<file path="src/rtl/nlpm_pkg.sv">
// Shared types, codes and defaults for the NFA longest-prefix matcher.
package nlpm_pkg;

   localparam int NUM_STATES_DEF  = 32;
   localparam int LENGTH_BITS_DEF = 16;

   // Input operation codes.
   localparam logic [1:0] OP_ADD  = 2'd0;
   localparam logic [1:0] OP_FEED = 2'd1;
   localparam logic [1:0] OP_END  = 2'd2;
   // Reserved code: the item is dropped with no effect.
   localparam logic [1:0] OP_RSVD = 2'd3;

   // Configuration register indexes.
   localparam logic CSR_START_INDEX = 1'b0;
   localparam logic CSR_ACCEPT_MASK = 1'b1;

   localparam logic [15:0] PREFIX_MAX = 16'hFFFF;

   typedef struct packed {
      logic [1:0] operation;
      logic [4:0] from_index;
      logic [7:0] symbol;
      logic [4:0] to_index;
   } req_type;

   typedef struct packed {
      logic        matched;
      logic [15:0] prefix_length;
      logic [31:0] accepted_set;
   } rsp_type;

   typedef enum logic [1:0] {
      CMD_ADD  = 2'd0,
      CMD_FEED = 2'd1,
      CMD_END  = 2'd2
   } cmd_kind_type;

   typedef struct packed {
      cmd_kind_type kind;
      logic [4:0]   from_index;
      logic [7:0]   symbol;
      logic [4:0]   to_index;
   } cmd_type;

endpackage

</file>
<file path="src/rtl/nlpm_front.sv">
// Input side: accepts items, drops those with no effect, queues commands.
module nlpm_front #(
   parameter int NUM_STATES = nlpm_pkg::NUM_STATES_DEF
) (
   input  logic              clock,
   input  logic              reset,
   input  logic              push,
   output logic              full,
   input  nlpm_pkg::req_type req_data,
   input  logic              busy,
   output logic              cmd_valid,
   output nlpm_pkg::cmd_type cmd,
   input  logic              cmd_pop
);
   import nlpm_pkg::*;

   cmd_type    fifo_ff [2];
   logic       wr_ptr_ff, wr_ptr_in;
   logic       rd_ptr_ff, rd_ptr_in;
   logic [1:0] count_ff, count_in;
   logic       accept;
   logic       keep;
   logic       do_pop;
   cmd_type    cls;

   assign full   = (count_ff == 2'd2) || busy;
   assign accept = push && !full;

   // Classify: unknown operations and out-of-range transitions have no effect.
   always_comb begin
      cls.from_index = req_data.from_index;
      cls.symbol     = req_data.symbol;
      cls.to_index   = req_data.to_index;
      cls.kind       = CMD_ADD;
      keep           = 1'b0;
      unique case (req_data.operation)
         OP_ADD: begin
            cls.kind = CMD_ADD;
            keep = (32'(req_data.from_index) < NUM_STATES) &&
                   (32'(req_data.to_index) < NUM_STATES);
         end
         OP_FEED: begin
            cls.kind = CMD_FEED;
            keep     = 1'b1;
         end
         OP_END: begin
            cls.kind = CMD_END;
            keep     = 1'b1;
         end
         default: keep = 1'b0;
      endcase
   end

   assign cmd_valid = (count_ff != 2'd0);
   assign cmd       = fifo_ff[rd_ptr_ff];
   assign do_pop    = cmd_pop && cmd_valid;

   always_comb begin
      wr_ptr_in = wr_ptr_ff;
      rd_ptr_in = rd_ptr_ff;
      count_in  = count_ff;
      if (accept && keep) begin
         wr_ptr_in = ~wr_ptr_ff;
      end
      if (do_pop) begin
         rd_ptr_in = ~rd_ptr_ff;
      end
      if ((accept && keep) && !do_pop) begin
         count_in = count_ff + 2'd1;
      end else if (!(accept && keep) && do_pop) begin
         count_in = count_ff - 2'd1;
      end
   end

   always_ff @(posedge clock) begin
      if (accept && keep) begin
         fifo_ff[wr_ptr_ff] <= cls;
      end
   end

   always_ff @(posedge clock) begin
      if (reset) begin
         wr_ptr_ff <= 1'b0;
         rd_ptr_ff <= 1'b0;
         count_ff  <= 2'd0;
      end else begin
         wr_ptr_ff <= wr_ptr_in;
         rd_ptr_ff <= rd_ptr_in;
         count_ff  <= count_in;
      end
   end

   a_count_bound: assert property (@(posedge clock) disable iff (reset)
      count_ff != 2'd3)
      else $error("command queue count out of range");

endmodule

</file>
<file path="config.mk">
export PLATFORM = sky130hd
export DESIGN_NAME = nlpm_front
export DESIGN_NICKNAME = d
export VERILOG_FILES = /design/src/rtl/nlpm_pkg.sv /design/src/rtl/nlpm_front.sv
export SDC_FILE = /design/constraint.sdc
export NUM_CORES = 1
export LEC_CHECK = 0
export BUFFER_PORTS_ARGS = -buffer_cell sky130_fd_sc_hd__buf_4
export CAP_MARGIN = 20
export CORE_UTILIZATION = 50
export CTS_CLUSTER_SIZE = 20
export DETAILED_ROUTE_END_ITERATION = 12
export GPL_TIMING_DRIVEN = 0
export PLACE_DENSITY = 0.75
export SLEW_MARGIN = 40
export SYNTH_ARGS = -nofsm -noshare
export SYNTH_HDL_FRONTEND = slang
export SYNTH_SLANG_ARGS = --single-unit
</file>
<file path="constraint.sdc">
create_clock -name clock -period 3.24 [get_ports clock]
set_input_delay 0.324 -clock clock [delete_from_list [all_inputs] [get_ports clock]]
set_output_delay 0.324 -clock clock [all_outputs]
set_load 0.05 [all_outputs]
</file>
== Word-level counts from Yosys, hierarchy flattened ==
Memories as Yosys holds them, arrays and structs flattened. A register that Yosys moved wholly into a read port is not among the register bits.
Cells that the tools add are included.
Widths: inputs -> output; s select.

* Input bits: 25
* Logic and storage cells: 32
* Output and inout port bits: 22
* Register bits: 4
* Memories kept: 1
* Bits in writable memories: 40

* Equality and inequality tests: 3
* Multiplexer cells: 8
* Reduce and logical (&&, ||, !) cells: 13
* Bitwise logic cells: 2
* Add/sub/neg operators: 2

{| class="wikitable"
|+ Memories
! name !! depth !! width !! rd ports !! clocked after Yosys merged registers in !! wr ports !! line !! source
|-
| fifo_ff || 2 || 20 || 1 || 1 || 1 || nlpm_front.sv:17 || <nowiki>cmd_type fifo_ff [2];</nowiki>
|}

{| class="wikitable"
|+ Operators by type and width
! cell !! count
|-
| $logic_and 1x1->1 || 5
|-
| $mux 1 || 5
|-
| $eq 2x2->1 const B || 2
|-
| $mux 2 || 2
|-
| $pmux 2 s2 || 1
|-
| $reduce_bool 2->1 || 2
|-
| $logic_not 1->1 || 3
|-
| $reduce_or 3->1 || 1
|-
| $add 2x1->2 const B || 1
|-
| $eq 2x1->1 const B || 1
|-
| $logic_not 2->1 || 1
|-
| $not 1->1 || 2
|-
| $sub 2x1->2 const B || 1
|-
| $logic_or 1x1->1 || 1
|}

== Depth between registers and ports, before layout ==
* Depth after elaboration: 9
* Depth in mapped cells: 6
* Depth with buffers taken out: 6

== Worst setup path before layout ==
Ideal clock, no wire load.

* Path kind: reg-to-reg
* Start: register count_ff[0]
* End: memory fifo_ff[0][0] (netlist bit), enable pin
* Slack: 0.440 ns
* Library setup time: 0.422 ns
* Data required time: 2.818 ns
* Cell stages (with the launch flop): 4
* Clock period less this slack: 2.800 ns
* Path buffers: 0
* Data arrival time: 2.377 ns
* Cell sequence: dfxtp_1 > nand2b_1 > nand2b_1 > nor3_1

* Longest elaborated chain between the ends: 7

{| class="wikitable"
|+ RTL lines
! what !! line !! source
|-
| start, declared || nlpm_front.sv:20 || <nowiki>logic [1:0] count_ff, count_in;</nowiki>
|-
| start signal, assigned || nlpm_front.sv:89 || <nowiki>count_ff <= count_in;</nowiki>
|-
| $eq 2x2->1 || nlpm_front.sv:26 || <nowiki>assign full = (count_ff == 2'd2) || busy;</nowiki>
|-
| $logic_or 1x1->1 || nlpm_front.sv:26 ||
|-
| net full || nlpm_front.sv:8 || <nowiki>output logic full,</nowiki>
|-
| $logic_not 1->1 || nlpm_front.sv:27 || <nowiki>assign accept = push && !full;</nowiki>
|-
| $logic_and 1x1->1 || nlpm_front.sv:27 ||
|-
| $logic_and 1x1->1 || nlpm_front.sv:76 || <nowiki>if (accept && keep) begin</nowiki>
|-
| $mux 1 || nlpm_front.sv:76 ||
|-
| $mux 1 (not written as such) || nlpm_front.sv:77 || <nowiki>fifo_ff[wr_ptr_ff] <= cls;</nowiki>
|-
| end, declared || nlpm_front.sv:17 ||
|}

The timed path passes the listed nets, and every way through them passes these cells.

== Final worst setup path ==
* Start: register count_ff[0]
* End: memory fifo_ff[0][6] (netlist bit), enable pin

* Longest elaborated chain between the ends: 7

{| class="wikitable"
|+ RTL lines
! what !! line
|-
| $eq 2x2->1 || nlpm_front.sv:26
|-
| $logic_or 1x1->1 || nlpm_front.sv:26
|-
| $logic_not 1->1 || nlpm_front.sv:27
|-
| $logic_and 1x1->1 || nlpm_front.sv:27
|-
| $logic_and 1x1->1 || nlpm_front.sv:76
|-
| $mux 1 || nlpm_front.sv:76
|-
| $mux 1 (not written as such) || nlpm_front.sv:77
|}

Every way passes these cells.

==> qor.yml <==
placed_design:
  place.gp.congestion: 0.655
  hpwl_um: 2050
  portBuffers: 46
  dp.cells: 182
floorplan:
  initial_core_util: 0.544
  core_mm2: 0.00313
  die_h_um: 60.3
  num_io_pins: 47
  die-area_mm2: 0.00364
  fp-row-count: 20
  die_w_um: 60.3
yosys:
  yosysTopAreaCellShare: 0.706
  yosysWarnings: 0
  ys_ff_latch: 45
  yosysUniqueCellTypes: 18
  netlist_area_mm2: 0.00170
  synth_edf_count: 40
  netlist_instances: 90
  synthTopCellsByArea: "edfxtp_1 71%, mux2_2 13%, dfxtp_1 5.9%"
  yosysSeqAreaShare: 0.765
  synth.avg_cell_area_um2: 18.9
  synth_common_cells: "40 x edfxtp_1, 20 x mux2_2, 5 x dfxtp_1, 4 x nor2_1"
  ys.flop_type: "edfxtp_1"
  yosys.area.top_type: "edfxtp_1"
  synthArstFlopShare: 0
  yosysMostFrequentCell: "edfxtp_1"
  syn_nets: 116
power_and_ir_drop:
  ir_worst_vdd_v: 0.000485
  p_sw_frac: 0.382
  p_comb_frac: 0.412
  p_per_area_mw_per_mm2: 752
  seq_power_share: 0.433
  p_leak_uw: 0.000826
  p_int_uw: 1010
  power_frac_clock: 0.155
  switchingPower_uw: 624
clock_network:
  clk_pin_slew_ns: 0.13
  h-tree-depth: 2
  cts_setup_buffers: 0
  cts_tree: "yes"
  cts.path.max_buffers: 2
  holdBufCountCts: 0
  cts_made_buffers: 5
  cts_resized: 0
  clock-root-buffer: "clkbuf_4"
  clock_latency_ns: 0.35
  cts.sinks: 45
worst_setup_path:
  cp-end-kind: "flop"
  critPathMaxStageDelay_ns: 0.55
  slowest_stage: "nor3_2"
  start_kind: "flop"
  crit_type: "reg2reg"
  crit_family: "simple AND/OR/NAND/NOR gates"
  cp_cell_sequence: "nand2b_1, nand2b_1, nor3_2, buf_2"
  crit_fanout: 8
  cp.buffers_inverters: 1
  crit_top_cell: "nand2b_1"
  required_ns: 3.29
  cp.arrival_ns: 1.93
worst_hold_path:
  hold_path_class: "in2reg"
routing:
  vias: 924
  firstDrtPassIters: 4
  routed_wirelength_um: 2840
  wl_per_cell_um: 15.0
  drt_iter0_drc: 14
  drc: 0
  detail-route-antenna-nets: 0
  viasPerCell: 4.86
sta:
  min_period_ns: 1.88
  finalMaxSlewViolations: 0
  fmax_mhz: 533
  setup_viol: 0
  fin_skew_ns: 0.0136
  slew-limit-headroom: 0.562
  tightest_slew_ns: 0.653
  post-route-period-util: 0.580
  rsz0062_at_grt: "false"
  hold_viol: 0
  whs_ns: 0.148
  setup_tns_ns: 0
cells_and_area:
  drive_gt1_frac: 0.568
  n_antenna_cell: 0
  area_delta_synth_final_pct: 27.9
  fin_nets: 171
  final_cells: 190
global_route:
  antenna_found_initial: 0
  grt_overflow: 0
  track_usage: 0.173
  grt_max_degree: 21
  grt_pass1_wl_um: 4160
  first_global_vias: 934
job:
  maxCapViolCount: 0
status:
  status: "complete, no violations"
[cell usage in the layout (no fill, tap or decap)]
| master | Yosys | layout |
|---|---|---|
| a21bo_2 | 1 | 1 |
| a21oi_1 | 1 | 1 |
| and2_2 | 0 | 1 |
| buf_2 | 2 | 3 |
| buf_4 | 0 | 47 |
| clkbuf_4 | 0 | 5 |
| clkinv_2 | 0 | 2 |
| clkinvlp_4 | 0 | 1 |
| dfxtp_1 | 5 | 5 |
| edfxtp_1 | 40 | 40 |
| ha_1 | 1 | 1 |
| mux2_1 | 1 | 1 |
| mux2_2 | 20 | 20 |
| nand2b_1 | 2 | 2 |
| nor2_1 | 4 | 4 |
| nor2b_1 | 3 | 3 |
| nor3_2 | 0 | 1 |
| nor3b_4 | 1 | 1 |
| o21ai_0 | 2 | 2 |
| or2_2 | 1 | 1 |
| or3_1 | 1 | 1 |
| xor2_1 | 3 | 3 |
[power groups by stage]
stage / sequential, uW / clock (uW) / combinational, uW
after floorplan: 716 / 0 / 493
after global placement: 719 / 0 / 659
after detailed placement: 722 / 0 / 678
after CTS: 709 / 257 / 679
after global routing: 713 / 280 / 704
final: 709 / 253 / 673
[cells by family (layout without fill, tap and decap cells)]
logic type	after synthesis	in the layout	share of synthesized area
adder cells (fa/ha/maj)	1	1	0.00736
XOR/XNOR	3	3	0.0155
buffers and inverters	2	58	0.00589
AND/OR/NAND/NOR	14	14	0.0522
AO/OA/AOI/OAI	4	4	0.0147
flip-flops	45	45	0.765
multiplexers	21	21	0.139
[final cells by class]
type	count	area, um^2
fillers	238	953
well taps	44	55.1
multi-input cells	43	395
repair buffers	48	358
flip-flops and latches	45	1300
plain buffers	2	10.0
clock buffers	5	37.5
clock inverters	3	17.5
[per-layer routing]
metal / up-vias / share of wire / global-route usage
met1: 443 / 0.36 / 0.156
met5: - / 0 / 0
met3: 5 / 0.062 / 0.0758
li1: 449 / - / -
met4: 0 / 0.017 / 0.0997
met2: 27 / 0.56 / 0.314
[worst reg2reg max path, stage by stage, from the launching register on]
cell      delay, ns
dfxtp_1        0.44
nand2b_1       0.16
nand2b_1       0.09
nor3_2         0.55
buf_2          0.34
[registers in the layout (all words and copies together), names as in the netlist, named ones only]
name       count
count_ff       2
fifo_ff       40
rd_ptr_ff      1
wr_ptr_ff      1
[path summary, 6_finish.rpt]
kind | endpoint | startpoint | slack [ns] | cells past startpoint
worst max-delay path | fifo_ff[0][6] | count_ff[0] | 1.36 | 4
worst min-delay path | fifo_ff[1][12] | req_data[12] | 0.15 | 1
worst max register to register | fifo_ff[0][6] | count_ff[0] | 1.36 | 4
worst min register to register | flop | rd_ptr_ff | 0.53 | 2
[stage by stage]
stage,utilization,worst slack [ns],total power [uW],instance area [um^2]
finish,0.695,1.36,1640,2170
global route,0.695,1.24,1700,2170
CTS,0.695,1.34,1650,2170
detailed placement,0.678,1.37,1400,2120
global placement,0.672,0.0626,1380,2100
floorplan,-,0.440,1210,1700
No activity file was read; power rests on OpenSTA's default activity.
